===== src/rtl/core/wfps_pkg.sv =====
// Shared types and constants for the watermark-fair producer selector.
`default_nettype none

package wfps_pkg;

    localparam int SLOTS        = 16;
    localparam int IDX_W        = $clog2(SLOTS);
    localparam int TIME_W       = 64;
    localparam int SLOT_FIELD_W = 4;

    typedef enum logic [1:0] {
        FUNC_UPDATE = 2'd0,
        FUNC_NOTE   = 2'd1,
        FUNC_SELECT = 2'd2
    } func_t;

    typedef logic [IDX_W-1:0] idx_t;

    // status write into one cell
    typedef struct packed {
        logic              present;
        logic              queued;
        logic              inactive;
        logic              timed;
        logic [TIME_W-1:0] head_time;
    } slot_upd_t;

    // status bits a cell reports back for the start check
    typedef struct packed {
        logic present;
        logic queued;
        logic inactive;
    } slot_stat_t;

    typedef struct packed {
        logic found;
        idx_t idx;
    } hit_t;

    // what travels from cell to cell along the row
    typedef struct packed {
        logic seen_present;
        hit_t catch_hi;
        hit_t catch_all;
        hit_t drain_hi;
        hit_t drain_all;
    } chain_t;

    // common control broadcast to every cell
    typedef struct packed {
        logic              use_start;
        logic [TIME_W-1:0] watermark;
    } sel_ctl_t;

endpackage

`default_nettype wire


===== src/rtl/core/wfps_cell.sv =====
// One producer slot: holds its status and joins the priority search chain.
`default_nettype none

module wfps_cell
    import wfps_pkg::*;
(
    input  wire logic       clk,
    input  wire logic       rst_n,
    input  wire logic       wr_en,
    input  wire slot_upd_t  upd,
    input  wire sel_ctl_t   ctl,
    input  wire logic       ge_start,
    input  wire logic       gt_start,
    input  wire idx_t       cell_idx,
    input  wire chain_t     chain_in,
    output chain_t          chain_out,
    output slot_stat_t      stat
);

    logic              present_reg;
    logic              queued_reg;
    logic              inactive_reg;
    logic              timed_reg;
    logic [TIME_W-1:0] time_reg;

    logic catch_up;
    logic drain_ok;
    logic ge_q;
    logic gt_q;

    function automatic hit_t take(hit_t h, logic cond, idx_t i);
        hit_t r;
        r = h;
        if (!h.found && cond)
        begin
            r.found = 1'b1;
            r.idx   = i;
        end
        return r;
    endfunction

    always_ff @(posedge clk or negedge rst_n)
    begin
        if (!rst_n)
        begin
            present_reg  <= 1'b0;
            queued_reg   <= 1'b0;
            inactive_reg <= 1'b0;
            timed_reg    <= 1'b0;
        end
        else if (wr_en)
        begin
            present_reg  <= upd.present;
            queued_reg   <= upd.queued;
            inactive_reg <= upd.inactive;
            timed_reg    <= upd.timed;
        end
    end

    always_ff @(posedge clk)
    begin
        if (wr_en)
        begin
            time_reg <= upd.head_time;
        end
    end

    always_comb
    begin
        catch_up = present_reg && queued_reg &&
                   (!timed_reg || ($signed(time_reg) < $signed(ctl.watermark)));
        drain_ok = present_reg && queued_reg;
        // without a usable start the walk begins at the lowest present slot
        ge_q = ctl.use_start ? ge_start : 1'b1;
        gt_q = ctl.use_start ? gt_start : chain_in.seen_present;

        chain_out.seen_present = chain_in.seen_present | present_reg;
        chain_out.catch_hi     = take(chain_in.catch_hi,  catch_up && ge_q, cell_idx);
        chain_out.catch_all    = take(chain_in.catch_all, catch_up,         cell_idx);
        chain_out.drain_hi     = take(chain_in.drain_hi,  drain_ok && gt_q, cell_idx);
        chain_out.drain_all    = take(chain_in.drain_all, drain_ok,         cell_idx);

        stat.present  = present_reg;
        stat.queued   = queued_reg;
        stat.inactive = inactive_reg;
    end

endmodule

`default_nettype wire


===== src/rtl/core/watermark_fair_producer_select.sv =====
// Top level of the watermark-fair producer selector.
`default_nettype none

// Each beat is first registered from the input; then the row of slot cells runs its
// rotating search (or applies the status or watermark update) and loads the output
// register. A new beat is taken while a result waits; the compute step stalls only
// while the output register is still full. All functions cost the same. Function 0
// writes one slot cell, function 1 raises the watermark, function 2 picks a producer:
// first a queued slot from the start on (wrapping) with an untimed head or one older
// than the watermark, else the next queued slot after the start, also wrapping.
module watermark_fair_producer_select
    import wfps_pkg::*;
(
    input  wire logic        clk,
    input  wire logic        rst_n,
    input  wire logic        s_tvalid,
    output logic             s_tready,
    // slot[3:0], present[4], queued[5], inactive[6], item_has_time[7],
    // item_time[71:8], start_valid[72], start_slot[76:73], zero fill
    input  wire logic [79:0] s_tdata,
    // func[1:0]
    input  wire logic [1:0]  s_tuser,
    output logic             m_tvalid,
    input  wire logic        m_tready,
    // found[0], chosen_slot[4:1], drain_phase[5], start_cleared[6],
    // watermark[70:7], zero fill
    output logic [71:0]      m_tdata
);

    logic                    busy_reg;
    logic [1:0]              func_reg;
    logic [SLOT_FIELD_W-1:0] slot_reg;
    logic                    present_reg;
    logic                    queued_reg;
    logic                    inactive_reg;
    logic                    has_time_reg;
    logic [TIME_W-1:0]       time_reg;
    logic                    start_valid_reg;
    logic [SLOT_FIELD_W-1:0] start_slot_reg;

    logic                    out_valid_reg;
    logic [71:0]             out_data_reg;
    logic [TIME_W-1:0]       watermark_reg;
    logic [TIME_W-1:0]       watermark_next;

    logic       in_beat;
    logic       fire;
    logic       slot_in_range;
    logic       start_in_range;
    idx_t       slot_idx;
    idx_t       start_idx;
    slot_upd_t  upd;
    sel_ctl_t   ctl;
    slot_stat_t start_stat;
    logic       use_start;

    logic [SLOTS-1:0] wr_en;
    logic [SLOTS-1:0] ge_start;
    logic [SLOTS-1:0] gt_start;
    slot_stat_t       stat [SLOTS];
    chain_t           chain [SLOTS+1];
    chain_t           chain_end;

    logic                    found;
    idx_t                    chosen;
    logic                    drain;
    logic                    cleared;

    assign s_tready = !busy_reg;
    assign in_beat  = s_tvalid && !busy_reg;
    assign fire     = busy_reg && (!out_valid_reg || m_tready);
    assign m_tvalid = out_valid_reg;
    assign m_tdata  = out_data_reg;

    always_ff @(posedge clk or negedge rst_n)
    begin
        if (!rst_n)
        begin
            busy_reg      <= 1'b0;
            out_valid_reg <= 1'b0;
            watermark_reg <= '0;
        end
        else
        begin
            if (in_beat)
            begin
                busy_reg <= 1'b1;
            end
            else if (fire)
            begin
                busy_reg <= 1'b0;
            end

            if (fire)
            begin
                out_valid_reg <= 1'b1;
                watermark_reg <= watermark_next;
            end
            else if (m_tready)
            begin
                out_valid_reg <= 1'b0;
            end
        end
    end

    always_ff @(posedge clk)
    begin
        if (in_beat)
        begin
            func_reg        <= s_tuser;
            slot_reg        <= s_tdata[3:0];
            present_reg     <= s_tdata[4];
            queued_reg      <= s_tdata[5];
            inactive_reg    <= s_tdata[6];
            has_time_reg    <= s_tdata[7];
            time_reg        <= s_tdata[71:8];
            start_valid_reg <= s_tdata[72];
            start_slot_reg  <= s_tdata[76:73];
        end
        if (fire)
        begin
            out_data_reg <= {1'b0, watermark_next, cleared, drain,
                             SLOT_FIELD_W'(chosen), found};
        end
    end

    always_comb
    begin
        slot_in_range  = 32'(slot_reg) < SLOTS;
        start_in_range = 32'(start_slot_reg) < SLOTS;
        slot_idx       = IDX_W'(slot_reg);
        start_idx      = IDX_W'(start_slot_reg);

        upd.present   = present_reg;
        upd.queued    = queued_reg;
        upd.inactive  = inactive_reg;
        upd.timed     = has_time_reg;
        upd.head_time = time_reg;

        for (int i = 0; i < SLOTS; i++)
        begin
            wr_en[i]    = fire && (func_reg == FUNC_UPDATE) && slot_in_range &&
                          (slot_idx == IDX_W'(i));
            ge_start[i] = IDX_W'(i) >= start_idx;
            gt_start[i] = IDX_W'(i) > start_idx;
        end

        // a retired start is present, inactive and has nothing queued
        start_stat = stat[start_idx];
        use_start  = start_valid_reg && start_in_range && start_stat.present &&
                     !(start_stat.inactive && !start_stat.queued);

        ctl.use_start = use_start;
        ctl.watermark = watermark_reg;
    end

    assign chain[0] = '0;

    for (genvar g = 0; g < SLOTS; g++)
    begin : g_cell
        wfps_cell u_cell (
            .clk      (clk),
            .rst_n    (rst_n),
            .wr_en    (wr_en[g]),
            .upd      (upd),
            .ctl      (ctl),
            .ge_start (ge_start[g]),
            .gt_start (gt_start[g]),
            .cell_idx (IDX_W'(g)),
            .chain_in (chain[g]),
            .chain_out(chain[g+1]),
            .stat     (stat[g])
        );
    end

    assign chain_end = chain[SLOTS];

    always_comb
    begin
        found          = 1'b0;
        chosen         = '0;
        drain          = 1'b0;
        cleared        = 1'b0;
        watermark_next = watermark_reg;

        case (func_reg)
            FUNC_NOTE:
            begin
                if (has_time_reg && ($signed(watermark_reg) < $signed(time_reg)))
                begin
                    watermark_next = time_reg;
                end
            end
            FUNC_SELECT:
            begin
                if (chain_end.seen_present)
                begin
                    cleared = start_valid_reg && !use_start;
                    if (chain_end.catch_hi.found)
                    begin
                        found  = 1'b1;
                        chosen = chain_end.catch_hi.idx;
                    end
                    else if (chain_end.catch_all.found)
                    begin
                        found  = 1'b1;
                        chosen = chain_end.catch_all.idx;
                    end
                    else if (chain_end.drain_hi.found)
                    begin
                        found  = 1'b1;
                        chosen = chain_end.drain_hi.idx;
                        drain  = 1'b1;
                    end
                    else if (chain_end.drain_all.found)
                    begin
                        found  = 1'b1;
                        chosen = chain_end.drain_all.idx;
                        drain  = 1'b1;
                    end
                end
            end
            default:
            begin
                found = 1'b0;
            end
        endcase
    end

endmodule

`default_nettype wire

===== config.mk =====
export PLATFORM = sky130hd
export DESIGN_NAME = watermark_fair_producer_select
export DESIGN_NICKNAME = d
export VERILOG_FILES = /design/src/rtl/core/wfps_pkg.sv /design/src/rtl/core/wfps_cell.sv /design/src/rtl/core/watermark_fair_producer_select.sv
export SDC_FILE = /design/constraint.sdc
export NUM_CORES = 2
export LEC_CHECK = 0
export BUFFER_PORTS_ARGS = -buffer_cell sky130_fd_sc_hd__buf_2
export CORE_ASPECT_RATIO = 0.9
export CORE_MARGIN = 8
export CORE_UTILIZATION = 34
export DETAILED_ROUTE_END_ITERATION = 10
export GPL_ROUTABILITY_DRIVEN = 1
export PLACE_DENSITY_LB_ADDON = 0.25
export RECOVER_POWER = 100
export SLEW_MARGIN = 20
export SYNTH_ARGS = -nofsm -noshare
export SYNTH_HDL_FRONTEND = slang
export SYNTH_SLANG_ARGS = --single-unit

===== constraint.sdc =====
create_clock -name clk -period 21.1 [get_ports clk]
set_input_delay 4.22 -clock clk [delete_from_list [all_inputs] [get_ports clk]]
set_output_delay 4.22 -clock clk [all_outputs]
set_load 0.005 [all_outputs]

==> Yosys cells after proc, flatten, opt, wreduce, memory -nomap -nowiden <==
Cells that the tools add are included.
{ "classes": {"magnitude_cmp": 50, "n_eq_ne": 17, "mux": 113, "bitwise": 18, "reduce_logical": 252} }
{ "ops": {"columns": ["cell", "count"], "rows": [
  ["$lt A64 B64 Y1", 17],
  ["$mux W5", 64],
  ["$logic_and A1 B1 Y1", 148],
  ["$mux W64", 2],
  ["$logic_not A1 Y1", 81],
  ["$mux W1", 40],
  ["$eq A4 B4 Y1 const B", 8],
  ["$ge A4 B4 Y1 const A", 8],
  ["$gt A4 B4 Y1 const A", 8],
  ["$logic_or A1 B1 Y1", 17],
  ["$eq A4 B3 Y1 const B", 4],
  ["$ge A3 B4 Y1 const A", 4],
  ["$gt A3 B4 Y1 const A", 4],
  ["$mux W4", 4],
  ["$or A1 B1 Y1", 15],
  ["$bmux W3 S4", 1],
  ["$eq A4 B2 Y1 const B", 2],
  ["$ge A1 B4 Y1 const A", 2],
  ["$ge A2 B4 Y1 const A", 2],
  ["$gt A1 B4 Y1 const A", 2],
  ["$gt A2 B4 Y1 const A", 2],
  ["$mux W3", 2],
  ["$ge A5 B5 Y1 const B", 1],
  ["$not A4 Y5", 1],
  ["9 further kinds", 11]
]} }
{ "totals": {"register_bits": 1304, "in_bits": 86, "out_inout_bits": 74, "word_cells": 545} }

==> Logic depth before layout (Yosys ltp) <==
{ "logic_depth": {"word_depth": 59, "depth_mapped": 16} }

==> Modules after synthesis <==
Synthesis repeated with hierarchy kept, for this count alone.
{ "hier_totals": {"hier_cells": 6030, "hier_area_um2": 74283.7} }
{ "modules_own_cells": {"columns": ["mod", "n_inst", "cells_per_inst", "area_per_inst_um2", "seq_area_each_um2"], "rows": [
  ["wfps_cell", 16, 331, 3987.6, 2021.9],
  ["watermark_fair_producer_select", 1, 734, 10482.6, 6155.9]
]} }

==> Worst setup path before layout <==
No wires, ideal clock.
{ "synth_timing": {"path_type": "input port to flip-flop", "startpoint": "in m_tready", "endpoint": "reg g_cell[0].u_cell.present_reg", "setup_ns": 0.088, "arrival_ns": 10.449, "t_required_ns": 21.012, "setup_slack_ns": 10.563, "stages": 6, "path_buffers": 0, "path_cell_list": "nand2b_1 nand2_1 or3_1 or3_1 nor3_1 mux2_2"} }
{ "synth_via": {"elab_chain_cells": 4} }
{ "synth_rtl": {"columns": ["element", "line", "text"], "rows": [
  ["start: declaration", "watermark_fair_producer_select.sv:24", "input wire logic m_tready,"],
  ["$logic_or A1 B1 Y1", "watermark_fair_producer_select.sv:71", "assign fire = busy_reg && (!out_valid_reg || m_tready);"],
  ["$logic_and A1 B1 Y1", "watermark_fair_producer_select.sv:71", null],
  ["$logic_and A1 B1 Y1 (2 in series)", "watermark_fair_producer_select.sv:142", "wr_en[i] = fire && (func_reg == FUNC_UPDATE) && slot_in_range &&"],
  ["named net g_cell[0].u_cell.wr_en", "wfps_cell.sv:9", "input wire logic wr_en,"],
  ["end signal: assignment", "wfps_cell.sv:53", "present_reg <= upd.present;"],
  ["end: declaration", "wfps_cell.sv:20", "logic present_reg;"]
]} }
The timed path passes the listed nets, and every way through them passes these cells.
A chain may end at the register's enable or synchronous reset.

==> run metrics <==
status finished with violations; failing checks capacitance limit, slew limit; RSZ-0062 raised after global routing false; Yosys cell types 98; # placed instances 7,731; WP data required between 20 and 25 ns; multi-input logic area 27,010 µm²; Area Growth Syn to Fin 14.23%; initial antenna violation count 14; share of cells above drive strength 1 9.021%; worst skew pair latency around 0.8 ns; Final Power 9.614 mW; core area just under 200,000 µm²; Synthesis Warnings 0; R2R Setup Slk roughly 11 ns; global-route wire length before repair 295,100 µm; Vias 43,615; worst reg2reg path startpoint time_reg[60]; Mapped Avg Cell Area between 10 and 15 µm²; DPL Wire Length 137,000 µm; wire per inst between 20 and 30 µm; Worst-Margin Slew 4.685 ns; port bufs 155; worst hold path class reg -> reg; PostCTS Resize Cnt 0; Root Driver clkbuf_16; Vert. Die Dim 435.1 µm; Final setup viols 0; crit path kind in -> async; Tcrit/Tclk final 52.98%; Max Fanout on Critical Path 63; CTS tree done; All-Layer GR Usage a little under a fifth; sequential cell area 38,510 µm²; Detailed Route Iter0 Violations roughly 3,600; Max H-tree Level 4; Post-CTS Repair Setup Buffers 0; final period demand of the worst path approximately 11 ns; max reg flops 1,024; cts hold-fix bufs 0; post-synthesis sequential area ratio 58.04%; CP Launch Type input port; final core utilization 38.90%; nets@finish 6,465; Final Hold Fails 0; PwrDens 126.9 nW/µm²; post-synthesis cell area 66,350 µm²; post-route ant nets 0; total global routing overflow 0; clk_skew 0.03917 ns; I/O pin count 160; DRC violations left 0; worst hold slack ~0.49 ns; Critical path destination g_cell[9].u_cell.queued_reg; Clock Pin Slew Worst Setup and Hold Paths 0.05 ns; Worst slew margin -212.3%; synthesized flop and latch total 1,304; Max clock buf depth 3; row count 154; Finished Layout Cells 8,012; most frequent cells in the layout edfxtp_1, ha_1, nand2_1; # clock sinks 1,304; commonest register cell after synthesis edfxtp_1; leakage power 30.23 nW; DRT Wirelength 204,900 µm; WHS Path Cells 2; Crit path arrival time 11.15 ns; Synth Net Count 6,044; commonest non-fill, non-tap cell in the layout edfxtp_1; Initial DRT Pass Iterations 5; Fill cells 18,254; reg2reg end m_tdata[59]; Mapped Cells 4,887; number of global-route vias before repair 43,110; Worst VDD drop 90.03 µV; FMAX 0.08946 GHz; Die W 481.6 µm; Setup crit end kind async pin; DIE AREA 209,500 µm²; routability cong. 0.9001; Starting Density 34.06%; CTS Buf Count 149; Setup TNS 0 ns; Post-synth ARST share 9.969%; max-cap viol count 49; Critical Path Start rst_n; EDFF count, synth 1,174; worst reg-to-reg path cell count 15; pin count of the biggest net entering global routing 70; Slew Viols, Final 1,749; routed vias/inst 5.444
[critical path: stages]
cell	delay, ns
clkbuf_1	2.21
clkbuf_1	1.77
clkbuf_1	2.81
[power breakdown]
group / internal (mW) / switching, mW
clock network: 1.50 / 1.08
logic: 1.29 / 2.40
registers: 3.17 / 0.168
total: 5.97 / 3.65
[logic make-up after synthesis]
group / after synthesis / share of synthesized area [%]
flops: 1304 / 58.04
compound gates: 1096 / 10.32
simple gates: 1087 / 8.243
fa+ha+maj: 1071 / 20.20
buf+inv: 212 / 1.322
mux: 116 / 1.875
other cells: 1 / 0.005652
[stage by stage]
stage	worst slack [ns]	instance area [µm²]
detailed placement	13.61	71440
finish	9.922	75790
CTS	14.43	76250
global route	8.731	75770
global placement	13.66	71430
floorplan	10.56	66350
[area by class of cell]
type                    count  area share (%)
flip-flops and latches   1304           50.81
well taps                2574           4.250
inverters                 173          0.8635
clock inverters            61          0.8337
clock buffers             214           5.513
multi-input cells        3371           35.64
diodes                      6         0.01981
repair buffers            309           2.069
[worst min path at each step]
stage	from	end	slack, ns
finish	g_cell[5].u_cell.inactive_reg	g_cell[5].u_cell.inactive_reg	0.49
global route	g_cell[5].u_cell.inactive_reg	g_cell[5].u_cell.inactive_reg	0.50
CTS	g_cell[5].u_cell.inactive_reg	g_cell[5].u_cell.inactive_reg	0.49
detailed placement	g_cell[1].u_cell.timed_reg	g_cell[1].u_cell.timed_reg	0.48
global placement	g_cell[5].u_cell.inactive_reg	g_cell[5].u_cell.inactive_reg	0.47
floorplan	g_cell[5].u_cell.inactive_reg	g_cell[5].u_cell.inactive_reg	0.45
[routing by layer]
metal	vias to the layer above	routed length (µm)	GRT usage, %
li1	20202	-	-
met1	22038	95570	27.05
met2	1107	93090	30.51
met3	266	11310	2.929
met4	2	4953	4.827
met5	-	13	0
[Yosys cell counts (15+ instances only)]
master	count	area, µm²
a2111oi_0	22	192.7
a211oi_1	49	367.9
a21o_1	106	795.8
a21oi_1	394	1972
a221oi_1	26	227.7
a31oi_1	23	143.9
and4_1	32	280.3
clkbuf_1	19	71.32
dfrtp_1	130	3253
edfxtp_1	1174	35250
ha_1	1071	13400
inv_1	173	649.4
mux2_2	46	518.0
mux2i_1	68	680.7
nand2_1	398	1494
nand2b_1	30	187.7
nand3_1	99	495.5
nand4_1	166	1039
nor2_1	152	570.6
nor2b_1	31	193.9
nor3_1	51	255.2
nor4_1	34	212.7
o211ai_1	34	255.2
o21a_1	28	210.2
o21ai_0	255	1276
or3_1	15	93.84
Power figures use the tool's default switching activity.
